===== config.mk =====
export PLATFORM = sky130hd
export DESIGN_NAME = random_drift_pixel_smoother
export DESIGN_NICKNAME = d
export VERILOG_FILES = /design/src/sv/rdps_pkg.sv /design/src/sv/random_drift_pixel_smoother.sv
export SDC_FILE = /design/constraint.sdc
export NUM_CORES = 2
export LEC_CHECK = 0
export BUFFER_PORTS_ARGS = -buffer_cell sky130_fd_sc_hd__buf_2
export CORE_MARGIN = 4
export CORE_UTILIZATION = 35
export CTS_BUF_LIST = sky130_fd_sc_hd__clkbuf_8
export DETAILED_ROUTE_END_ITERATION = 12
export PLACE_DENSITY_LB_ADDON = 0.12
export SLEW_MARGIN = 25
export SYNTH_ARGS = -nofsm -noshare
export SYNTH_HDL_FRONTEND = slang
export SYNTH_SLANG_ARGS = --single-unit

===== constraint.sdc =====
create_clock -name i_clk -period 33.1 [get_ports i_clk]
set_input_delay 1.655 -clock i_clk [delete_from_list [all_inputs] [get_ports i_clk]]
set_output_delay 1.655 -clock i_clk [all_outputs]
set_load 0.02 [all_outputs]

===== src/sv/rdps_pkg.sv =====
package rdps_pkg;

    localparam int PIXEL_BITS        = 24;
    localparam int CHANNEL_BITS_DEF  = 8;
    localparam int KEEP_BITS         = 5;
    localparam int DRAW_BITS         = 15;
    localparam int REG_BITS          = 64;
    localparam int ADDR_BITS         = 5;
    localparam logic [DRAW_BITS-1:0] DRAW_LIMIT = 15'h2C00;

    typedef enum logic [1:0] {
        REG_CHANNEL_ENABLE = 2'd0,
        REG_SEED_LOW       = 2'd1,
        REG_SEED_HIGH      = 2'd2
    } t_reg_idx;

    typedef struct packed {
        logic [REG_BITS-1:0] word_a;
        logic [REG_BITS-1:0] word_b;
        logic [REG_BITS-1:0] cache;
    } t_rng_state;

    // one xorshift128+ step, result lands in the cache
    function automatic t_rng_state rng_step(input t_rng_state s);
        logic [REG_BITS-1:0] x;
        logic [REG_BITS-1:0] y;
        t_rng_state          r;
        x = s.word_a;
        y = s.word_b;
        x = x ^ (x << 23);
        x = x ^ (x >> 17);
        x = x ^ y ^ (y >> 26);
        r.word_a = y;
        r.word_b = x;
        r.cache  = x + y;
        return r;
    endfunction

endpackage


===== src/sv/random_drift_pixel_smoother.sv =====
// Random drift pixel smoother. Each beat on the slave stream carries the old pixel
// above and the old pixel to the left (RGB, CHANNEL_BITS per channel); the block
// averages the top five bits of each enabled channel and nudges the result one step
// up or down from a 15-bit xorshift128+ draw (above 0x2C00 moves up), saturating at
// both ends. Disabled channels come out as zero and use no draw. One beat is taken
// per clock while the output is not stalled: the generator update for all three
// channels, up to three chained generator steps, completes in the accept cycle, and
// the averaging and drift fill the output register when it can advance. Seeds and the
// channel enable are to be written over the APB port only while the stream is idle;
// the block does not enforce this. A seed write empties the 64-bit draw cache.
module random_drift_pixel_smoother
    import rdps_pkg::*;
#(
    parameter int CHANNEL_BITS = CHANNEL_BITS_DEF
) (
    input  logic                  i_clk,
    input  logic                  i_rst_n,
    input  logic                  s_axis_tvalid,
    output logic                  s_axis_tready,
    // above_pixel [23:0], left_pixel [47:24]
    input  logic [2*PIXEL_BITS-1:0] s_axis_tdata,
    output logic                  m_axis_tvalid,
    input  logic                  m_axis_tready,
    // new_pixel [23:0]
    output logic [PIXEL_BITS-1:0] m_axis_tdata,
    input  logic                  psel,
    input  logic                  penable,
    input  logic                  pwrite,
    input  logic [ADDR_BITS-1:0]  paddr,
    input  logic [REG_BITS-1:0]   pwdata,
    output logic [REG_BITS-1:0]   prdata,
    output logic                  pready
);

    localparam int CH_SHIFT = CHANNEL_BITS - KEEP_BITS;

    logic [2:0]            r_enable;
    logic [REG_BITS-1:0]   r_seed_low;
    logic [REG_BITS-1:0]   r_seed_high;
    t_rng_state            r_rng;
    t_rng_state            n_rng;

    logic                  r1_valid;
    logic [PIXEL_BITS-1:0] r1_above;
    logic [PIXEL_BITS-1:0] r1_left;
    logic [2:0]            r1_en;
    logic [2:0]            r1_up;
    logic [2:0]            n_up;

    logic                  r2_valid;
    logic [PIXEL_BITS-1:0] r2_data;
    logic [2:0]            r2_en;
    logic [PIXEL_BITS-1:0] n_data;

    logic                  cfg_wr;
    t_reg_idx              cfg_idx;
    logic                  advance;
    logic                  accept;

    assign pready  = 1'b1;
    assign cfg_wr  = psel && penable && pwrite;
    assign cfg_idx = t_reg_idx'(paddr[ADDR_BITS-1:3]);

    always_comb begin
        unique case (cfg_idx)
            REG_CHANNEL_ENABLE: prdata = REG_BITS'(r_enable);
            REG_SEED_LOW:       prdata = r_seed_low;
            REG_SEED_HIGH:      prdata = r_seed_high;
            default:            prdata = '0;
        endcase
    end

    assign advance       = !r2_valid || m_axis_tready;
    assign s_axis_tready = !r1_valid || advance;
    assign accept        = s_axis_tvalid && s_axis_tready;
    assign m_axis_tvalid = r2_valid;
    assign m_axis_tdata  = r2_data;

    // draws for red, green, blue in that order
    always_comb begin
        t_rng_state st;
        st   = r_rng;
        n_up = '0;
        for (int ch = 2; ch >= 0; ch--) begin
            if (r_enable[ch]) begin
                if (st.cache == '0) begin
                    st = rng_step(st);
                end
                n_up[ch] = st.cache[DRAW_BITS-1:0] > DRAW_LIMIT;
                st.cache = st.cache >> 16;
            end
        end
        n_rng = st;
    end

    always_comb begin
        logic [KEEP_BITS-1:0] a5;
        logic [KEEP_BITS-1:0] b5;
        logic [KEEP_BITS:0]   sum;
        logic [KEEP_BITS-1:0] v5;
        n_data = '0;
        for (int ch = 0; ch < 3; ch++) begin
            a5  = r1_above[ch*CHANNEL_BITS + CHANNEL_BITS-1 -: KEEP_BITS];
            b5  = r1_left[ch*CHANNEL_BITS + CHANNEL_BITS-1 -: KEEP_BITS];
            sum = {1'b0, a5} + {1'b0, b5};
            v5  = sum[KEEP_BITS:1];
            if (r1_up[ch]) begin
                v5 = (v5 >= 5'd30) ? 5'd31 : v5 + 5'd1;
            end else begin
                v5 = (v5 <= 5'd1) ? 5'd0 : v5 - 5'd1;
            end
            if (r1_en[ch]) begin
                n_data[ch*CHANNEL_BITS +: CHANNEL_BITS] = CHANNEL_BITS'(v5) << CH_SHIFT;
            end
        end
    end

    always_ff @(posedge i_clk) begin
        if (!i_rst_n) begin
            r_enable    <= 3'd7;
            r_seed_low  <= REG_BITS'(1);
            r_seed_high <= '0;
            r_rng       <= '{word_a: REG_BITS'(1), word_b: '0, cache: '0};
            r1_valid    <= 1'b0;
            r2_valid    <= 1'b0;
        end else begin
            if (cfg_wr) begin
                unique case (cfg_idx)
                    REG_CHANNEL_ENABLE: r_enable <= pwdata[2:0];
                    REG_SEED_LOW: begin
                        r_seed_low   <= pwdata;
                        r_rng.word_a <= pwdata;
                        r_rng.cache  <= '0;
                    end
                    REG_SEED_HIGH: begin
                        r_seed_high  <= pwdata;
                        r_rng.word_b <= pwdata;
                        r_rng.cache  <= '0;
                    end
                    default: ;
                endcase
            end else if (accept) begin
                r_rng <= n_rng;
            end
            if (s_axis_tready) begin
                r1_valid <= s_axis_tvalid;
            end
            if (advance) begin
                r2_valid <= r1_valid;
            end
        end
        if (accept) begin
            r1_above <= s_axis_tdata[PIXEL_BITS-1:0];
            r1_left  <= s_axis_tdata[2*PIXEL_BITS-1:PIXEL_BITS];
            r1_en    <= r_enable;
            r1_up    <= n_up;
        end
        if (advance && r1_valid) begin
            r2_data <= n_data;
            r2_en   <= r1_en;
        end
    end

`ifndef SYNTHESIS
    a_seed_clears_cache: assert property (@(posedge i_clk) disable iff (!i_rst_n)
        (cfg_wr && (cfg_idx == REG_SEED_LOW || cfg_idx == REG_SEED_HIGH))
            |=> (r_rng.cache == '0))
        else $error("seed write left draw cache loaded");

    a_all_disabled_black: assert property (@(posedge i_clk) disable iff (!i_rst_n)
        (m_axis_tvalid && r2_en == 3'd0) |-> (m_axis_tdata == '0))
        else $error("output nonzero with all channels disabled");

    a_blue_disabled_zero: assert property (@(posedge i_clk) disable iff (!i_rst_n)
        (m_axis_tvalid && !r2_en[0]) |-> (m_axis_tdata[CHANNEL_BITS-1:0] == '0))
        else $error("disabled blue channel nonzero");

    a_low_bits_zero: assert property (@(posedge i_clk) disable iff (!i_rst_n)
        m_axis_tvalid |-> ((m_axis_tdata & PIXEL_BITS'(((1 << CH_SHIFT) - 1) *
            ((1 << (2*CHANNEL_BITS)) + (1 << CHANNEL_BITS) + 1))) == '0))
        else $error("bits below the kept channel bits set");

    a_stall_means_full: assert property (@(posedge i_clk) disable iff (!i_rst_n)
        !s_axis_tready |-> (r1_valid && r2_valid && !m_axis_tready))
        else $error("input stalled with room in the pipeline");
`endif

endmodule

# ---- Yosys cells after proc, flatten, opt, wreduce, memory -nomap -nowiden
# Cells that the tools add are included.
dict set report word_totals {
  reg_bits 403
  out_inout_bits 91
  in_bits 124
  elab_cells 100
}
dict set report op_classes {
  n_reduce_logical 20
  n_addsub 12
  order_cmp 9
  mux 24
  n_eq_ne 5
  bitwise 12
}
# cell count
set op_table {}
lappend op_table {{192-bit two-way mux} 11}
lappend op_table {{64-bit XOR} 6}
lappend op_table {{64-bit adder} 3}
lappend op_table {{64-bit logical NOT} 3}
lappend op_table {{64-bit two-way mux} 3}
lappend op_table {{64-bit one-hot mux with 3 select lines} 1}
lappend op_table {{64-bit by 38-bit XOR with 64-bit output} 3}
lappend op_table {{64-bit by 47-bit XOR with 64-bit output} 3}
lappend op_table {{15-bit by 14-bit > comparator with 1-bit output (second input constant)} 3}
lappend op_table {{5-bit two-way mux} 9}
lappend op_table {{5-bit by 5-bit adder with 6-bit output} 3}
lappend op_table {{5-bit by 1-bit adder with 5-bit output (second input constant)} 3}
lappend op_table {{5-bit greater-or-equal comparator (second input constant)} 3}
lappend op_table {{5-bit by 1-bit less-or-equal comparator with 1-bit output (second input constant)} 3}
lappend op_table {{5-bit by 1-bit subtractor with 5-bit output (second input constant)} 3}
lappend op_table {{2-bit AND reduction} 6}
lappend op_table {{1-bit logical AND} 4}
lappend op_table {{2-bit by 1-bit inequality test with 1-bit output (second input constant)} 2}
lappend op_table {{2-bit by 1-bit equality test with 1-bit output (second input constant)} 1}
lappend op_table {{2-bit equality test (second input constant)} 1}
lappend op_table {{1-bit logical NOT} 2}
lappend op_table {{2-bit logical NOT} 1}
lappend op_table {{1-bit logical OR} 2}
lappend op_table {{2-bit inequality test (second input constant)} 1}
lappend op_table {{2 further kinds} 2}

# ---- Longest topological paths before layout
dict set report logic_depth {
  word_depth 26
  mapped_depth 51
  ltp_nobuf 45
}

# ---- Worst setup path before layout
# No wires, ideal clock.
dict set report synth_path {
  path_kind {register to register}
  from {reg r_rng[90] in the netlist's numbering}
  to {reg r_rng[37] in the netlist's numbering}
  arrival_ps 10632
  path_slack_ps 22351
  period_less_slack_ps 10749
  path_stages_with_launch 50
  setup_ps 117
  required_time_ps 32983
  path_buffers 7
  cell_sequence {dfxtp_1 > clkbuf_1 > xnor2_1 > xnor2_1 > ha_1 > inv_1 > fa_1 > nand2b_1 > a21o_1 > a21oi_1 > a21oi_1 > o21ai_0 > and4_1 > nor3_1 > or4b_1 > and4b_1 > nand4_1 > nor4_4 > [14 not listed] > a21o_1 > a2111oi_0 > o31ai_1 > nand3_1 > a31oi_1 > a2111oi_0 > o31ai_1 > a22oi_1 > nor2_1 > a311oi_1 > a311oi_2 > nor3b_1 > o41ai_4 > a31oi_2 > o311ai_2 > xnor2_1 > a221o_1 > a22o_1}
}
dict set report synth_via {
  elab_chain_len 20
  elab_cells_between_ends 26
  cone_classes {add/sub (3); mux (11); bitwise (10); reduce/logical (2)}
}
# element line_no
set synth_rtl {}
lappend synth_rtl {{start: declaration} random_drift_pixel_smoother.sv:40} ;# t_rng_state r_rng;
lappend synth_rtl {{start signal: assignment} random_drift_pixel_smoother.sv:123} ;# r_rng <= '{word_a: REG_BITS'(1), word_b: '0, cache: '0};
lappend synth_rtl {{start signal: assignment} random_drift_pixel_smoother.sv:143} ;# r_rng <= n_rng;
lappend synth_rtl {{64-bit XOR} rdps_pkg.sv:32} ;# x = x ^ y ^ (y >> 26);
lappend synth_rtl {{64-bit by 38-bit XOR with 64-bit output} rdps_pkg.sv:32}
lappend synth_rtl {{64-bit adder} rdps_pkg.sv:35} ;# r.cache = x + y;
lappend synth_rtl {{192-bit two-way mux} random_drift_pixel_smoother.sv:86} ;# if (st.cache == '0) begin
lappend synth_rtl {{192-bit two-way mux} random_drift_pixel_smoother.sv:85} ;# if (r_enable[ch]) begin
lappend synth_rtl {{192-bit two-way mux (*)} random_drift_pixel_smoother.sv:85}
lappend synth_rtl {{64-bit logical NOT} random_drift_pixel_smoother.sv:86}
lappend synth_rtl {{192-bit two-way mux} random_drift_pixel_smoother.sv:86}
lappend synth_rtl {{[4 not listed]} n/a}
lappend synth_rtl {{64-bit XOR} rdps_pkg.sv:32}
lappend synth_rtl {{64-bit by 38-bit XOR with 64-bit output} rdps_pkg.sv:32}
lappend synth_rtl {{64-bit adder} rdps_pkg.sv:35}
lappend synth_rtl {{192-bit two-way mux} random_drift_pixel_smoother.sv:86}
lappend synth_rtl {{192-bit two-way mux} random_drift_pixel_smoother.sv:85}
lappend synth_rtl {{192-bit two-way mux (*)} random_drift_pixel_smoother.sv:85}
lappend synth_rtl {{192-bit two-way mux (*)} random_drift_pixel_smoother.sv:142} ;# end else if (accept) begin
lappend synth_rtl {{192-bit two-way mux (*)} random_drift_pixel_smoother.sv:127} ;# if (cfg_wr) begin
# Mark *: on every way between the ends. The rest lies on a longest branch, timed or not. The select of a mux whose other input is x is not followed.
# A chain may end at the register's enable or synchronous reset.

# ---- Final worst setup path
dict set report layout_path {
  from {reg r_rng[90] in the netlist's numbering}
  to {reg r_rng[41] in the netlist's numbering}
}
# Same word-level chain as after synthesis.

==> results_dict.tcl <==
set metrics [dict create \
    start_util 0.352 \
    synth_seq_area_share 0.194 \
    max_stage_delay_ps 820 \
    grt_max_degree 92 \
    synth_area_um2 41500 \
    gr-max-usage-layer "met2" \
    die_h_um 352 \
    layout.cells.non_filler 7342 \
    place_congestion 1.07 \
    crit_path_max_fanout 48 \
    grtUsageMet3 0.102 \
    hpwl_um 187000 \
    fin_tns_setup_ps 0 \
    endpoint_kind "flip-flop" \
    hp-class "reg2reg" \
    grt_antenna_before_repair 12 \
    min_period_ps 15940 \
    drt_iter0_drc 6359 \
    dr.pass1.iters 8 \
    track_usage 0.368 \
    synth_cells 5691 \
    setup_viol 0 \
    post-route-util 0.387 \
    grt_pass1_vias 42400 \
    fillCellCount 12800 \
    drc_errors 0 \
    clk_latency_ps 840 \
    multi_input_area_um2 31300 \
    cts_tree "done" \
    ys_ff_latch 376 \
    die_area_um2 124000 \
    final_common_cell "nand2_1" \
    drv_cap 0 \
    io_buffers 183 \
    synth_edf_count 51 \
    cts.path.max_buffers 3 \
    tightest_slew_ps 1210 \
    dieWidth_um 352 \
    drtAntennaViolNets 0 \
    cts_hold_buffers 0 \
    fin_skew_ps 70.9 \
    syn_to_final_growth_pct 10.2 \
    core_um2 118000 \
    path_class "reg2reg" \
    wirelength_um 239000 \
    detail_route.vias_per_cell 6.26 \
    status "finished, final reports clean" \
    fmax_mhz 62.7 \
    synth_async_sr_flop_share 0 \
    avgSynthCellArea_um2 7.29 \
    rsz0062_at_grt "no" \
    use_met1 0.480 \
    overflow 0 \
    worstPathRequired_ps 33730 \
    yosys_most_used_dff "dfxtp_1" \
    grt_use_met2 0.527 \
    clk_pin_slew_ps 60 \
    crit_arrival_ps 16570 \
    placedCellCount 7203 \
    holdWs_ps 453 \
    layout-drive-gt1-share 0.101 \
    regArea_um2 8040 \
    htree_levels 3 \
    numCtsBuffers 77 \
    post_cts_buffers 0 \
    post_cts_resized 0 \
    root_buffer "clkbuf_8" \
    clock_sink_count 376 \
    maxSlewViolCount 0 \
    max_slew_margin 0.188 \
    rows 126 \
    finalCritPeriodShare 0.482 \
    via_count 46000 \
    wl_per_cell_um 32.6 \
    layout_common_cells "nand2_1 (740), a21oi_1 (570), xnor2_1 (525)" \
    synth_cell_type_count 116 \
    crit_path_start_kind "flip-flop" \
    slowest_stage "o21ai_0" \
    ios 215 \
    layout.nets 6092 \
    final_hold_viol_count 0 \
    grt_pass1_wl_um 330000 \
    crit_top_cell "xnor2_1" \
    yosys_warnings 0 \
]
## registers in the layout, summed over array words and instances, names as in the netlist
register	flops
r1_valid	1
r1_left	15
r_rng	192
r_seed_high	64
r1_up	3
r_seed_low	64
r1_above	15
r_enable	3
m_axis_tvalid	1
m_axis_tdata	15
r1_en	3
## cell usage after synthesis (12+ instances only)
cell / number / area (µm²)
buf_1: 28 / 105
a211o_1: 17 / 149
a21boi_0: 17 / 128
o21a_1: 31 / 233
a211oi_1: 44 / 330
nand2_1: 746 / 2800
mux2i_1: 215 / 2150
o221ai_1: 18 / 158
o22ai_1: 20 / 125
or3_1: 32 / 200
nand4_1: 36 / 225
and2_1: 42 / 263
xor2_1: 217 / 1900
edfxtp_1: 51 / 1530
dfxtp_1: 325 / 6510
o21ai_1: 71 / 355
nor2_1: 474 / 1780
nor2b_1: 33 / 206
a2111oi_0: 28 / 245
o31a_1: 12 / 105
xnor2_1: 525 / 4600
nand3_1: 102 / 510
nor4_1: 48 / 300
o211ai_1: 71 / 533
clkbuf_1: 253 / 950
buf_2: 57 / 285
or2_2: 18 / 113
o311a_1: 12 / 120
a31oi_1: 70 / 438
inv_1: 178 / 668
o31ai_1: 27 / 203
nand2b_1: 29 / 181
a221oi_1: 25 / 219
a22oi_1: 81 / 608
buf_4: 15 / 113
a21oi_1: 571 / 2860
o211a_1: 26 / 260
a21o_1: 95 / 713
mux2_2: 25 / 282
o21bai_1: 14 / 105
nor3_1: 102 / 510
ha_1: 216 / 2700
and3_1: 28 / 175
o21ai_0: 410 / 2050
## path summary, 6_finish.rpt
path	from	cells after the start	end	slack (ps)
min reg2reg	r_seed_low[5]	2	r_seed_low[5]	450
min	r_seed_low[5]	2	r_seed_low[5]	450
max reg2reg	r_rng[90]	44	r_rng[41]	17160
max	r_rng[90]	44	r_rng[41]	17160
## per-layer routing
layer,wire (µm),share of wire
met2,96300,0.40
met3,27400,0.11
met4,19700,0.083
met1,95800,0.40
met5,63,0.00026
## final cells by class
type | count | share of cell area
antenna | 4 | 0.000219
clock buffer | 88 | 0.0265
clock inverter | 47 | 0.00912
inverter | 183 | 0.0151
multi-input combinational | 4773 | 0.686
sequential | 376 | 0.176
tap | 1536 | 0.0421
timing repair buffer | 335 | 0.0453
## critical path: cells and delay by family, from the launching register on
kind / cells / cell delay (ps)
AOI/OAI and AO/OA: 18 / 6990
and+or+nand+nor: 13 / 3250
buffers and inverters: 4 / 1940
xor gates and xnor gates: 5 / 1550
adders and majority gates: 3 / 1050
DFF: 1 / 770
muxes: 1 / 140
## cells by family after synthesis
family	count (synthesis)	share of synthesized area
compound gates	1792	0.272
fa+ha+maj	222	0.0681
buf+inv	550	0.0557
flops	376	0.194
other cells	2	0.000181
mux	241	0.0590
simple gates	1758	0.191
xor+xnor	750	0.160
## per-stage QoR
step,setup slack [ps],cell area (µm²)
2_1_floorplan,22350,41500
3_3_place_gp,17770,44000
3_5_place_dp,17730,44000
4_1_cts,17720,45700
5_1_grt,16920,45700
6_report,17160,45700
Power is left out: the tool's default activity adds up to more than one toggle a clock period on the data nets, which glitch-free logic cannot reach.
